==> src/rtl/xalu_pkg.sv <==
`default_nettype none
package xalu_pkg;

    localparam int unsigned ParityBits = 8;

    typedef enum logic [3:0] {
        OP_ADD  = 4'd0,
        OP_ADC  = 4'd1,
        OP_SUB  = 4'd2,
        OP_SBB  = 4'd3,
        OP_AND  = 4'd4,
        OP_OR   = 4'd5,
        OP_XOR  = 4'd6,
        OP_SHL  = 4'd7,
        OP_SHR  = 4'd8,
        OP_SAR  = 4'd9,
        OP_MUL  = 4'd10,
        OP_IMUL = 4'd11,
        OP_DIV  = 4'd12,
        OP_IDIV = 4'd13,
        OP_MOD  = 4'd14,
        OP_IMOD = 4'd15
    } alu_op_t;

    typedef struct packed {
        logic [3:0]  operation;
        logic [31:0] source_value;
        logic [63:0] dest_value;
        logic [5:0]  size_bits;
    } alu_in_t;

    typedef struct packed {
        logic [63:0] result_value;
        logic        carry_out;
        logic        overflow_out;
        logic        parity_out;
        logic        zero_out;
        logic        sign_out;
        logic        divide_error;
    } alu_out_t;

    // controller -> datapath
    typedef struct packed {
        logic load;      // capture a new transaction
        logic mul_step;  // one partial product step
        logic div_start; // set up the divider
        logic div_step;  // one quotient bit
        logic finish;    // form the result and update flags
    } alu_cmd_t;

    // datapath -> controller
    typedef struct packed {
        logic is_mul;
        logic is_div;
        logic mul_last;
        logic div_last;
    } alu_sts_t;

endpackage
`default_nettype wire

==> src/rtl/xalu_ctrl.sv <==
`default_nettype none
module xalu_ctrl (
    input  wire logic              clk,
    input  wire logic              rst_n,
    input  wire logic              in_valid,
    output logic                   in_stall,
    output logic                   out_valid,
    input  wire logic              out_stall,
    output xalu_pkg::alu_cmd_t     cmd,
    input  wire xalu_pkg::alu_sts_t sts
);
    import xalu_pkg::*;

    typedef enum logic [2:0] {
        ST_IDLE,
        ST_DECODE,
        ST_MUL,
        ST_DIVSET,
        ST_DIV,
        ST_FINISH
    } state_t;

    state_t state_reg, state_next;
    logic   out_valid_reg, out_valid_next;

    // a new transaction may enter while idle once the output register is free or is being read out
    assign in_stall  = !(state_reg == ST_IDLE && (!out_valid_reg || !out_stall));
    assign out_valid = out_valid_reg;

    always_comb
    begin
        state_next     = state_reg;
        out_valid_next = out_valid_reg;
        cmd            = '0;
        if (out_valid_reg && !out_stall)
        begin
            out_valid_next = 1'b0;
        end
        unique case (state_reg)
            ST_IDLE:
            begin
                if (in_valid && !in_stall)
                begin
                    cmd.load   = 1'b1;
                    state_next = ST_DECODE;
                end
            end
            ST_DECODE:
            begin
                if (sts.is_mul)
                begin
                    state_next = ST_MUL;
                end
                else if (sts.is_div)
                begin
                    state_next = ST_DIVSET;
                end
                else
                begin
                    state_next = ST_FINISH;
                end
            end
            ST_MUL:
            begin
                cmd.mul_step = 1'b1;
                if (sts.mul_last)
                begin
                    state_next = ST_FINISH;
                end
            end
            ST_DIVSET:
            begin
                cmd.div_start = 1'b1;
                state_next    = ST_DIV;
            end
            ST_DIV:
            begin
                cmd.div_step = 1'b1;
                if (sts.div_last)
                begin
                    state_next = ST_FINISH;
                end
            end
            ST_FINISH:
            begin
                cmd.finish     = 1'b1;
                out_valid_next = 1'b1;
                state_next     = ST_IDLE;
            end
            default:
            begin
                state_next = ST_IDLE;
            end
        endcase
    end

    always_ff @(posedge clk or negedge rst_n)
    begin
        if (!rst_n)
        begin
            state_reg     <= ST_IDLE;
            out_valid_reg <= 1'b0;
        end
        else
        begin
            state_reg     <= state_next;
            out_valid_reg <= out_valid_next;
        end
    end

endmodule
`default_nettype wire

==> src/rtl/xalu_dpath.sv <==
`default_nettype none
module xalu_dpath (
    input  wire logic               clk,
    input  wire logic               rst_n,
    input  wire xalu_pkg::alu_in_t  in_data,
    input  wire xalu_pkg::alu_cmd_t cmd,
    output xalu_pkg::alu_sts_t      sts,
    output xalu_pkg::alu_out_t      out_data
);
    import xalu_pkg::*;

    // flags: CF OF PF ZF SF
    logic cf_reg, of_reg, pf_reg, zf_reg, sf_reg;
    logic cf_next, of_next, pf_next, zf_next, sf_next;

    logic [3:0]  op_reg;
    logic [31:0] a_reg, b_reg;
    logic [63:0] dst_reg;
    logic [5:0]  w_reg;
    logic [31:0] mask_reg;

    // multiplier: 16x32 partial products over two steps on magnitudes
    logic        mul_cnt_reg;
    logic [63:0] prod_reg;
    logic        pneg_reg;

    // divider: restoring, one bit per step on 64-bit magnitudes
    logic [63:0] quo_reg;
    logic [64:0] rem_reg;
    logic [63:0] dm_reg;
    logic [6:0]  div_cnt_reg;
    logic        qneg_reg, rneg_reg;

    alu_out_t out_reg, out_next;

    logic [5:0]  w_in;
    logic [31:0] mask_in;

    assign w_in    = (in_data.size_bits == 6'd8 || in_data.size_bits == 6'd16)
                     ? in_data.size_bits : 6'd32;
    assign mask_in = (w_in == 6'd8) ? 32'hFF : (w_in == 6'd16) ? 32'hFFFF : 32'hFFFF_FFFF;

    // sign extension to 64 bits at operand width
    function automatic logic [63:0] sext(input logic [31:0] v, input logic [5:0] w);
        logic [63:0] r;
        begin
            case (w)
                6'd8:    r = {{56{v[7]}}, v[7:0]};
                6'd16:   r = {{48{v[15]}}, v[15:0]};
                default: r = {{32{v[31]}}, v};
            endcase
            return r;
        end
    endfunction

    function automatic logic topbit(input logic [31:0] v, input logic [5:0] w);
        logic r;
        begin
            case (w)
                6'd8:    r = v[7];
                6'd16:   r = v[15];
                default: r = v[31];
            endcase
            return r;
        end
    endfunction

    logic is_mul, is_div, is_signed;
    assign is_mul    = (op_reg == OP_MUL) || (op_reg == OP_IMUL);
    assign is_div    = op_reg[3] && op_reg[2];
    assign is_signed = (op_reg == OP_IMUL) || (op_reg == OP_IDIV) || (op_reg == OP_IMOD);

    assign sts.is_mul   = is_mul;
    assign sts.is_div   = is_div;
    assign sts.mul_last = mul_cnt_reg;
    assign sts.div_last = (div_cnt_reg == 7'd63);

    // multiplier operand magnitudes
    logic        a_neg, b_neg;
    logic [31:0] a_mag, b_mag;
    logic [15:0] b_half;
    logic [47:0] pp;
    assign a_neg  = (op_reg == OP_IMUL) && topbit(a_reg, w_reg);
    assign b_neg  = (op_reg == OP_IMUL) && topbit(b_reg, w_reg);
    assign a_mag  = a_neg ? 32'(-sext(a_reg, w_reg)) : a_reg;
    assign b_mag  = b_neg ? 32'(-sext(b_reg, w_reg)) : b_reg;
    assign b_half = mul_cnt_reg ? b_mag[31:16] : b_mag[15:0];
    assign pp     = a_mag * b_half;

    // divider operands
    logic        nn, dn;
    logic [63:0] dv, nm, dmag;
    logic [64:0] rem_sh, rem_sub;
    assign nn      = (op_reg != OP_DIV) && (op_reg != OP_MOD) && dst_reg[63];
    assign dv      = is_signed ? sext(b_reg, w_reg) : {32'd0, b_reg};
    assign dn      = is_signed && dv[63];
    assign nm      = nn ? -dst_reg : dst_reg;
    assign dmag    = dn ? -dv : dv;
    assign rem_sh  = {rem_reg[63:0], quo_reg[63]};
    assign rem_sub = rem_sh - {1'b0, dm_reg};

    // non-iterative operations and final result formation
    logic [32:0] sum;
    logic        cin;
    logic [4:0]  cnt;
    logic [63:0] shl_w, sx, shr_w;
    logic [31:0] r32;
    logic [63:0] r64;
    logic        rs;
    logic [63:0] prod_s;
    logic [63:0] quo_s, rem_s;

    always_comb
    begin
        cin     = cf_reg;
        cnt     = b_reg[4:0];
        sum     = '0;
        shl_w   = '0;
        sx      = sext(a_reg, w_reg);
        shr_w   = '0;
        r32     = '0;
        r64     = '0;
        prod_s  = pneg_reg ? -prod_reg : prod_reg;
        quo_s   = qneg_reg ? -quo_reg : quo_reg;
        rem_s   = rneg_reg ? -rem_reg[63:0] : rem_reg[63:0];
        cf_next = cf_reg;
        of_next = of_reg;
        pf_next = pf_reg;
        zf_next = zf_reg;
        sf_next = sf_reg;
        out_next = out_reg;
        case (op_reg)
            OP_ADD, OP_ADC:
            begin
                sum = {1'b0, a_reg} + {1'b0, b_reg} + 33'((op_reg == OP_ADC) && cin);
                r32 = sum[31:0] & mask_reg;
                cf_next = (w_reg == 6'd8) ? sum[8] : (w_reg == 6'd16) ? sum[16] : sum[32];
                of_next = topbit((a_reg ^ r32) & (b_reg ^ r32), w_reg);
            end
            OP_SUB, OP_SBB:
            begin
                sum = {1'b0, a_reg} - {1'b0, b_reg} - 33'((op_reg == OP_SBB) && cin);
                r32 = sum[31:0] & mask_reg;
                cf_next = sum[32];
                of_next = topbit((a_reg ^ b_reg) & (a_reg ^ r32), w_reg);
            end
            OP_AND, OP_OR, OP_XOR:
            begin
                r32 = (op_reg == OP_AND) ? (a_reg & b_reg) :
                      (op_reg == OP_OR)  ? (a_reg | b_reg) : (a_reg ^ b_reg);
                cf_next = 1'b0;
                of_next = 1'b0;
            end
            OP_SHL:
            begin
                shl_w = {32'd0, a_reg} << cnt;
                r32   = shl_w[31:0] & mask_reg;
                if (cnt != 5'd0)
                begin
                    cf_next = shl_w[w_reg];
                    of_next = topbit(r32, w_reg) ^ shl_w[w_reg];
                end
            end
            OP_SHR:
            begin
                shr_w = {a_reg, 32'd0} >> cnt;
                r32   = shr_w[63:32];
                if (cnt != 5'd0)
                begin
                    cf_next = shr_w[31];
                    of_next = topbit(a_reg, w_reg);
                end
            end
            OP_SAR:
            begin
                shr_w = $signed(sx) >>> cnt;
                r32   = shr_w[31:0] & mask_reg;
                if (cnt != 5'd0)
                begin
                    cf_next = sx[cnt - 5'd1];
                    of_next = 1'b0;
                end
            end
            OP_MUL:
            begin
                r64 = prod_reg;
                cf_next = |(prod_reg >> w_reg);
                of_next = cf_next;
            end
            OP_IMUL:
            begin
                r64 = prod_s;
                cf_next = (sext(prod_s[31:0], w_reg) != prod_s);
                of_next = cf_next;
            end
            default:
            begin
                r32 = ((op_reg == OP_DIV || op_reg == OP_IDIV) ? quo_s[31:0] : rem_s[31:0])
                      & mask_reg;
            end
        endcase
        if (!is_mul)
        begin
            r64 = {32'd0, r32};
        end
        rs = ~^r64[ParityBits-1:0];
        // flag groups left alone by some operations
        if (!is_mul && !is_div && !((op_reg == OP_SHL || op_reg == OP_SHR ||
            op_reg == OP_SAR) && cnt == 5'd0))
        begin
            pf_next = rs;
            zf_next = (r32 == 32'd0);
            sf_next = topbit(r32, w_reg);
        end
        out_next.divide_error = 1'b0;
        if (is_div && b_reg == 32'd0)
        begin
            r64 = '0;
            out_next.divide_error = 1'b1;
        end
        out_next.result_value = r64;
        out_next.carry_out    = cf_next;
        out_next.overflow_out = of_next;
        out_next.parity_out   = pf_next;
        out_next.zero_out     = zf_next;
        out_next.sign_out     = sf_next;
    end

    // flag state
    always_ff @(posedge clk or negedge rst_n)
    begin
        if (!rst_n)
        begin
            cf_reg <= 1'b0;
            of_reg <= 1'b0;
            pf_reg <= 1'b0;
            zf_reg <= 1'b0;
            sf_reg <= 1'b0;
        end
        else if (cmd.finish)
        begin
            cf_reg <= cf_next;
            of_reg <= of_next;
            pf_reg <= pf_next;
            zf_reg <= zf_next;
            sf_reg <= sf_next;
        end
    end

    // operand capture and iterative units
    always_ff @(posedge clk)
    begin
        if (cmd.load)
        begin
            op_reg      <= in_data.operation;
            a_reg       <= in_data.dest_value[31:0] & mask_in;
            b_reg       <= in_data.source_value & mask_in;
            dst_reg     <= in_data.dest_value;
            w_reg       <= w_in;
            mask_reg    <= mask_in;
            mul_cnt_reg <= 1'b0;
            prod_reg    <= '0;
        end
        if (cmd.mul_step)
        begin
            mul_cnt_reg <= 1'b1;
            pneg_reg    <= a_neg ^ b_neg;
            prod_reg    <= mul_cnt_reg ? prod_reg + {pp, 16'd0} : {16'd0, pp};
        end
        if (cmd.div_start)
        begin
            quo_reg     <= nm;
            rem_reg     <= '0;
            dm_reg      <= dmag;
            div_cnt_reg <= '0;
            qneg_reg    <= nn ^ dn;
            rneg_reg    <= nn;
        end
        if (cmd.div_step)
        begin
            div_cnt_reg <= div_cnt_reg + 7'd1;
            if (!rem_sub[64])
            begin
                rem_reg <= rem_sub;
                quo_reg <= {quo_reg[62:0], 1'b1};
            end
            else
            begin
                rem_reg <= rem_sh;
                quo_reg <= {quo_reg[62:0], 1'b0};
            end
        end
        if (cmd.finish)
        begin
            out_reg <= out_next;
        end
    end

    assign out_data = out_reg;

endmodule
`default_nettype wire

==> src/rtl/x86_integer_alu_with_flags_top.sv <==
// x86-style integer ALU with stored CF/OF/PF/ZF/SF.
// Input channel in_valid/in_stall carries an alu_in_t: operation, source,
// 64-bit destination/dividend and operand width (8, 16, else 32).
// Output channel out_valid/out_stall carries an alu_out_t: result, the
// flags after the operation and a divide-error bit.
// One transaction at a time. Steps from acceptance to out_valid:
//   add/sub/logic/shift: decode, finish
//   mul/imul: decode, two 32x16 partial-product steps, finish
//   div/idiv/mod/imod: decode, divider set-up, restoring divider one
//   quotient bit per cycle over the 64-bit dividend, finish.
// The next transaction can be taken in the cycle in which out_valid rises,
// while the previous result is taken in that same cycle, when the
// receiver does not stall.
// Reset clears the flags and empties the output register.
// While the receiver stalls a pending result, the result holds steady and
// no new transaction is accepted.
`default_nettype none
module x86_integer_alu_with_flags_top (
    input  wire logic              clk,
    input  wire logic              rst_n,
    input  wire logic              in_valid,
    output logic                   in_stall,
    input  wire xalu_pkg::alu_in_t in_data,
    output logic                   out_valid,
    input  wire logic              out_stall,
    output xalu_pkg::alu_out_t     out_data
);
    import xalu_pkg::*;

    alu_cmd_t cmd;
    alu_sts_t sts;

    xalu_ctrl u_ctrl (
        .clk       (clk),
        .rst_n     (rst_n),
        .in_valid  (in_valid),
        .in_stall  (in_stall),
        .out_valid (out_valid),
        .out_stall (out_stall),
        .cmd       (cmd),
        .sts       (sts)
    );

    xalu_dpath u_dpath (
        .clk      (clk),
        .rst_n    (rst_n),
        .in_data  (in_data),
        .cmd      (cmd),
        .sts      (sts),
        .out_data (out_data)
    );

    // result held while stalled
    assert property (@(posedge clk) disable iff (!rst_n)
        out_valid && out_stall |=> out_valid && $stable(out_data))
        else $error("result changed under stall");

    // only one command phase at a time
    assert property (@(posedge clk) disable iff (!rst_n)
        $onehot0({cmd.load, cmd.mul_step, cmd.div_start, cmd.div_step, cmd.finish}))
        else $error("overlapping datapath commands");

    // no new transaction while a finished one is unclaimed
    assert property (@(posedge clk) disable iff (!rst_n)
        cmd.load |-> !(out_valid && out_stall))
        else $error("accepted over held result");

endmodule
`default_nettype wire

==> config.mk <==
export PLATFORM = sky130hd
export DESIGN_NAME = x86_integer_alu_with_flags_top
export DESIGN_NICKNAME = d
export VERILOG_FILES = /design/src/rtl/xalu_pkg.sv /design/src/rtl/xalu_ctrl.sv /design/src/rtl/xalu_dpath.sv /design/src/rtl/x86_integer_alu_with_flags_top.sv
export SDC_FILE = /design/constraint.sdc
export NUM_CORES = 2
export LEC_CHECK = 0
export ABC_AREA = 1
export BUFFER_PORTS_ARGS = -buffer_cell sky130_fd_sc_hd__buf_2
export CAP_MARGIN = 15
export CELL_PAD_IN_SITES_DETAIL_PLACEMENT = 1
export CELL_PAD_IN_SITES_GLOBAL_PLACEMENT = 2
export CORE_MARGIN = 2
export CORE_UTILIZATION = 40
export DETAILED_ROUTE_END_ITERATION = 12
export GPL_TIMING_DRIVEN = 0
export PLACE_DENSITY_LB_ADDON = 0.1
export SYNTH_ARGS = -nofsm -noshare
export SYNTH_HDL_FRONTEND = slang
export SYNTH_SLANG_ARGS = --single-unit
==> constraint.sdc <==
create_clock -name clk -period 21.1 [get_ports clk]
set_input_delay 3.165 -clock clk [delete_from_list [all_inputs] [get_ports clk]]
set_output_delay 3.165 -clock clk [all_outputs]
set_load 0.02 [all_outputs]
==> impl_summary.log <==
INFO  metric grt_pass1_vias = 73400
INFO  metric hold_buf_cts = 0
INFO  metric ys_async_sr_fraction = 0.0197
INFO  metric number_of_post_cts_setup_repair_buffers = 0
INFO  metric synth_xor_xnor_area_share = 0.0354
INFO  metric most_used_dff_post_synth = sky130_fd_sc_hd__edfxtp_1
INFO  metric synth_warnings = 0
INFO  metric finalClockSkew = 67.6 ps
INFO  metric worst_r2r_path_depth = 56
INFO  metric flip_flop_count_of_the_largest_register_after_layout = 70
INFO  metric grt_antenna_before_repair = 19
INFO  metric dp_slack = 6570 ps
INFO  metric initial_utilization = 0.403
INFO  metric worstSetupPathType = flip-flop to flip-flop
INFO  metric min-delay-path-class = flip-flop to flip-flop
INFO  metric critical-path-max-stage-delay = 630 ps
INFO  metric clock_tree.buffer_depth = 3
INFO  metric combinational_family_with_the_most_area_after_synthesis = simple AND/OR/NAND/NOR gates
INFO  metric die_height = 409 um
INFO  metric dr.first_iter.drc_count = 8336
INFO  metric rsz0062_at_grt = false
INFO  metric portBuffers = 181
INFO  metric fin_crit_sh = 0.704
INFO  metric worst_r2r_endpoint = u_dpath.prod_reg[58]$_SDFFCE_PN0P_
INFO  metric cts_resized = 0
INFO  metric io_pins = 182
INFO  metric cts_tree = yes
INFO  metric numCtsBuffers = 59
INFO  metric grt_overflow = 0
INFO  metric mappedNetlistArea = 65500 um2
INFO  metric synth.top_cell.area_share = 0.204
INFO  metric period_needed = 14850 ps
INFO  metric finalHoldViolCount = 0
INFO  metric cts_htree_levels = 2
INFO  metric floorplan.rows = 148
INFO  metric clkLatencyLatePin = 790 ps
INFO  metric routed-via-count = 73900
INFO  metric worstReg2RegStart = u_dpath.b_reg[1]$_DFFE_PP_
INFO  metric whs_path_depth = 2
INFO  metric cts_sinks = 456
INFO  metric worst-path-buf-inv = 16
INFO  metric critical_path.endpoint_type = flip-flop
INFO  metric yosysSeqAreaShare = 0.208
INFO  metric synthTopCellsByArea = sky130_fd_sc_hd__edfxtp_1 20%, sky130_fd_sc_hd__nand2_1 14%, sky130_fd_sc_hd__fa_1 13%
INFO  metric setup-tns-final = 0 ps
INFO  metric syn_area_per_cell = 6.75 um2
INFO  metric globalRouteTotalUtil = 0.429
INFO  metric layout.cell_area.non_filler = 71600 um2
INFO  metric place_area = 69500 um2
INFO  metric cpLargestDelayFamily = adder cells
INFO  metric timing.hold.worst_endpoint = u_dpath.pf_reg$_DFFE_PN0P_
INFO  metric tightestPinTransition = 1490 ps
INFO  metric crit_path_top_delay_cell = sky130_fd_sc_hd__edfxtp_1
INFO  metric synth_cell_types = 76
INFO  metric final-max-slew-violation-count = 1
INFO  metric die_x = 409 um
INFO  metric worst_ep_required_time = 21600 ps
INFO  metric r2r_setup_slack = 6250 ps
INFO  metric grt_start_max_net_pins = 70
INFO  metric layout_setup_ws = 6250 ps
INFO  metric final_net_count = 10900
INFO  metric final_layout_size_suffix_gt1_frac = 0.0553
INFO  metric most_instantiated_library_cell_after_synthesis = sky130_fd_sc_hd__nand2_1
INFO  metric synth_adder_area_share = 0.200
INFO  metric clock.fmax = 67.4 MHz
INFO  metric number_of_enable_flip_flop_cells_after_synthesis = 446
INFO  metric finish.utilization = 0.440
INFO  metric number_of_design_rule_violations_left_after_detail_routing = 0
INFO  metric path_clk_slew = 70 ps
INFO  metric slew_headroom = -0.00207
INFO  metric ys_ff_latch = 456
INFO  metric areaGrowthSynthToFinish = 9.26%
INFO  metric max_cap_viol_count = 1
INFO  metric ctsRootBufferMaster = sky130_fd_sc_hd__clkbuf_16
INFO  metric detailedPlacementHpwl = 306 mm
INFO  metric synth.top_cells.by_count = 2402 x sky130_fd_sc_hd__nand2_1, 1443 x sky130_fd_sc_hd__inv_1, 936 x sky130_fd_sc_hd__nor2_1
INFO  metric critical_path.startpoint_type = flip-flop
INFO  metric outcome = complete, but fails checks
INFO  metric synth_compound_gate_area_share = 0.154
INFO  metric floorplan.die_area = 167000 um2
INFO  metric design.core.area = 163000 um2
INFO  metric violations = max-capacitance violations, max-slew violations
INFO  metric gp_congestion = 1.08
INFO  metric grt_pass1_wl = 523 mm
INFO  metric simple_gate_share_of_the_synthesized_area = 0.290
INFO  metric yosys-mux-area-fraction = 0.00367
INFO  metric postRouteAntennaNets = 0
INFO  metric detail_route.wirelength = 368 mm
INFO  metric synth_cells = 9704
INFO  metric critical_path_arrival = 15350 ps
INFO  metric netlist.top_cell.by_area = sky130_fd_sc_hd__edfxtp_1
INFO  metric vias_per_cell = 6.05
INFO  metric setup_viol = 0
INFO  metric detail_route.first_pass.iterations = 6
INFO  metric critical-path-top-cell-by-count = sky130_fd_sc_hd__inv_1
INFO  metric detail_route.wl_per_cell = 30.1 um
INFO  metric critPathMaxFanout = 10
INFO  metric holdCritStartpoint = u_dpath.pf_reg$_DFFE_PN0P_
[placed cells by master, fill, tap and decap left out, types with 23 or more instances in the layout]
cell                        count
sky130_fd_sc_hd__a21boi_0      24
sky130_fd_sc_hd__xnor2_1       77
sky130_fd_sc_hd__buf_1         52
sky130_fd_sc_hd__a21o_1        26
sky130_fd_sc_hd__o21a_1        41
sky130_fd_sc_hd__a21oi_1      610
sky130_fd_sc_hd__clkbuf_16     59
sky130_fd_sc_hd__fa_1         424
sky130_fd_sc_hd__edfxtp_1     446
sky130_fd_sc_hd__nor4_1        33
sky130_fd_sc_hd__or2_2         50
sky130_fd_sc_hd__nand4_1       89
sky130_fd_sc_hd__clkbuf_1     228
sky130_fd_sc_hd__clkinv_1      25
sky130_fd_sc_hd__ha_1         368
sky130_fd_sc_hd__nand2_1     2400
sky130_fd_sc_hd__o31ai_1       26
sky130_fd_sc_hd__nand3_1      787
sky130_fd_sc_hd__inv_2         23
sky130_fd_sc_hd__mux2i_1       24
sky130_fd_sc_hd__o21ai_0      754
sky130_fd_sc_hd__inv_1       1442
sky130_fd_sc_hd__o221ai_1      37
sky130_fd_sc_hd__nand3b_1      28
sky130_fd_sc_hd__a31oi_1       63
sky130_fd_sc_hd__o22ai_1       48
sky130_fd_sc_hd__buf_2        267
sky130_fd_sc_hd__o211ai_1      82
sky130_fd_sc_hd__xor2_1       188
sky130_fd_sc_hd__nor2_1       935
sky130_fd_sc_hd__nor3_1        86
[how the worst max path moves through the flow]
stage                                     startpoint                            endpoint  slack [ps]  cells past startpoint
after global placement                     out_stall  u_dpath.prod_reg[61]$_SDFFCE_PN0P_        4080                      6
after detailed placement  u_dpath.b_reg[1]$_DFFE_PP_  u_dpath.prod_reg[58]$_SDFFCE_PN0P_        6570                     56
final                     u_dpath.b_reg[1]$_DFFE_PP_  u_dpath.prod_reg[58]$_SDFFCE_PN0P_        6250                     56
after floorplan                            out_stall   u_dpath.prod_reg[0]$_SDFFCE_PP0P_        9700                      5
after global routing      u_dpath.b_reg[1]$_DFFE_PP_  u_dpath.prod_reg[58]$_SDFFCE_PN0P_        5840                     56
after CTS                 u_dpath.b_reg[1]$_DFFE_PP_  u_dpath.prod_reg[58]$_SDFFCE_PN0P_        6570                     56
[per-layer routing]
| layer | track usage | vias up | share of wire | wire length, um |
|---|---|---|---|---|
| met5 | 0 | - | 0.00025 | 91 |
| met3 | 0.0875 | 850 | 0.10 | 36800 |
| met1 | 0.580 | 37000 | 0.41 | 152000 |
| met2 | 0.634 | 3818 | 0.42 | 153000 |
| met4 | 0.247 | 14 | 0.071 | 26000 |
| li1 | - | 32200 | - | - |
[worst reg2reg max path, delay by kind of cell (launching register included)]
kind                     cells  cell delay (ps)
AO/OA/AOI/OAI               12             2560
XOR/XNOR                     2              610
adder cells (fa/ha/maj)      9             4180
buffers and inverters       16             3360
flip-flops                   1              630
AND/OR/NAND/NOR             17             3290
[layout make-up]
| cell class | count | area [um2] |
|---|---|---|
| Antenna cell | 7 | 17.5 |
| Fill cell | 21300 | 91200 |
| Clock buffer | 74 | 1570 |
| Tap cell | 2175 | 2720 |
| Timing Repair Buffer | 203 | 1230 |
| Buffer | 368 | 1570 |
| Multi-Input combinational cell | 7409 | 44800 |
| Clock inverter | 38 | 448 |
| Inverter | 1483 | 5570 |
| Sequential cell | 456 | 13600 |
[per-stage QoR]
stage               cells  hold slack [ps]
CTS                 12200              483
global route        12200              512
finish              12200              488
global placement    12100              455
detailed placement  12100              470
floorplan            9716              442
[cells by family after synthesis]
| kind of cell | Yosys count |
|---|---|
| compound gates | 1812 |
| xor+xnor | 265 |
| fa+ha+maj | 792 |
| buf+inv | 1851 |
| flops | 456 |
| mux | 24 |
| other cells | 1 |
| simple gates | 4503 |
Power is not shown: default switching activity piles up to over one toggle a cycle in this logic, so the estimate is an artifact.
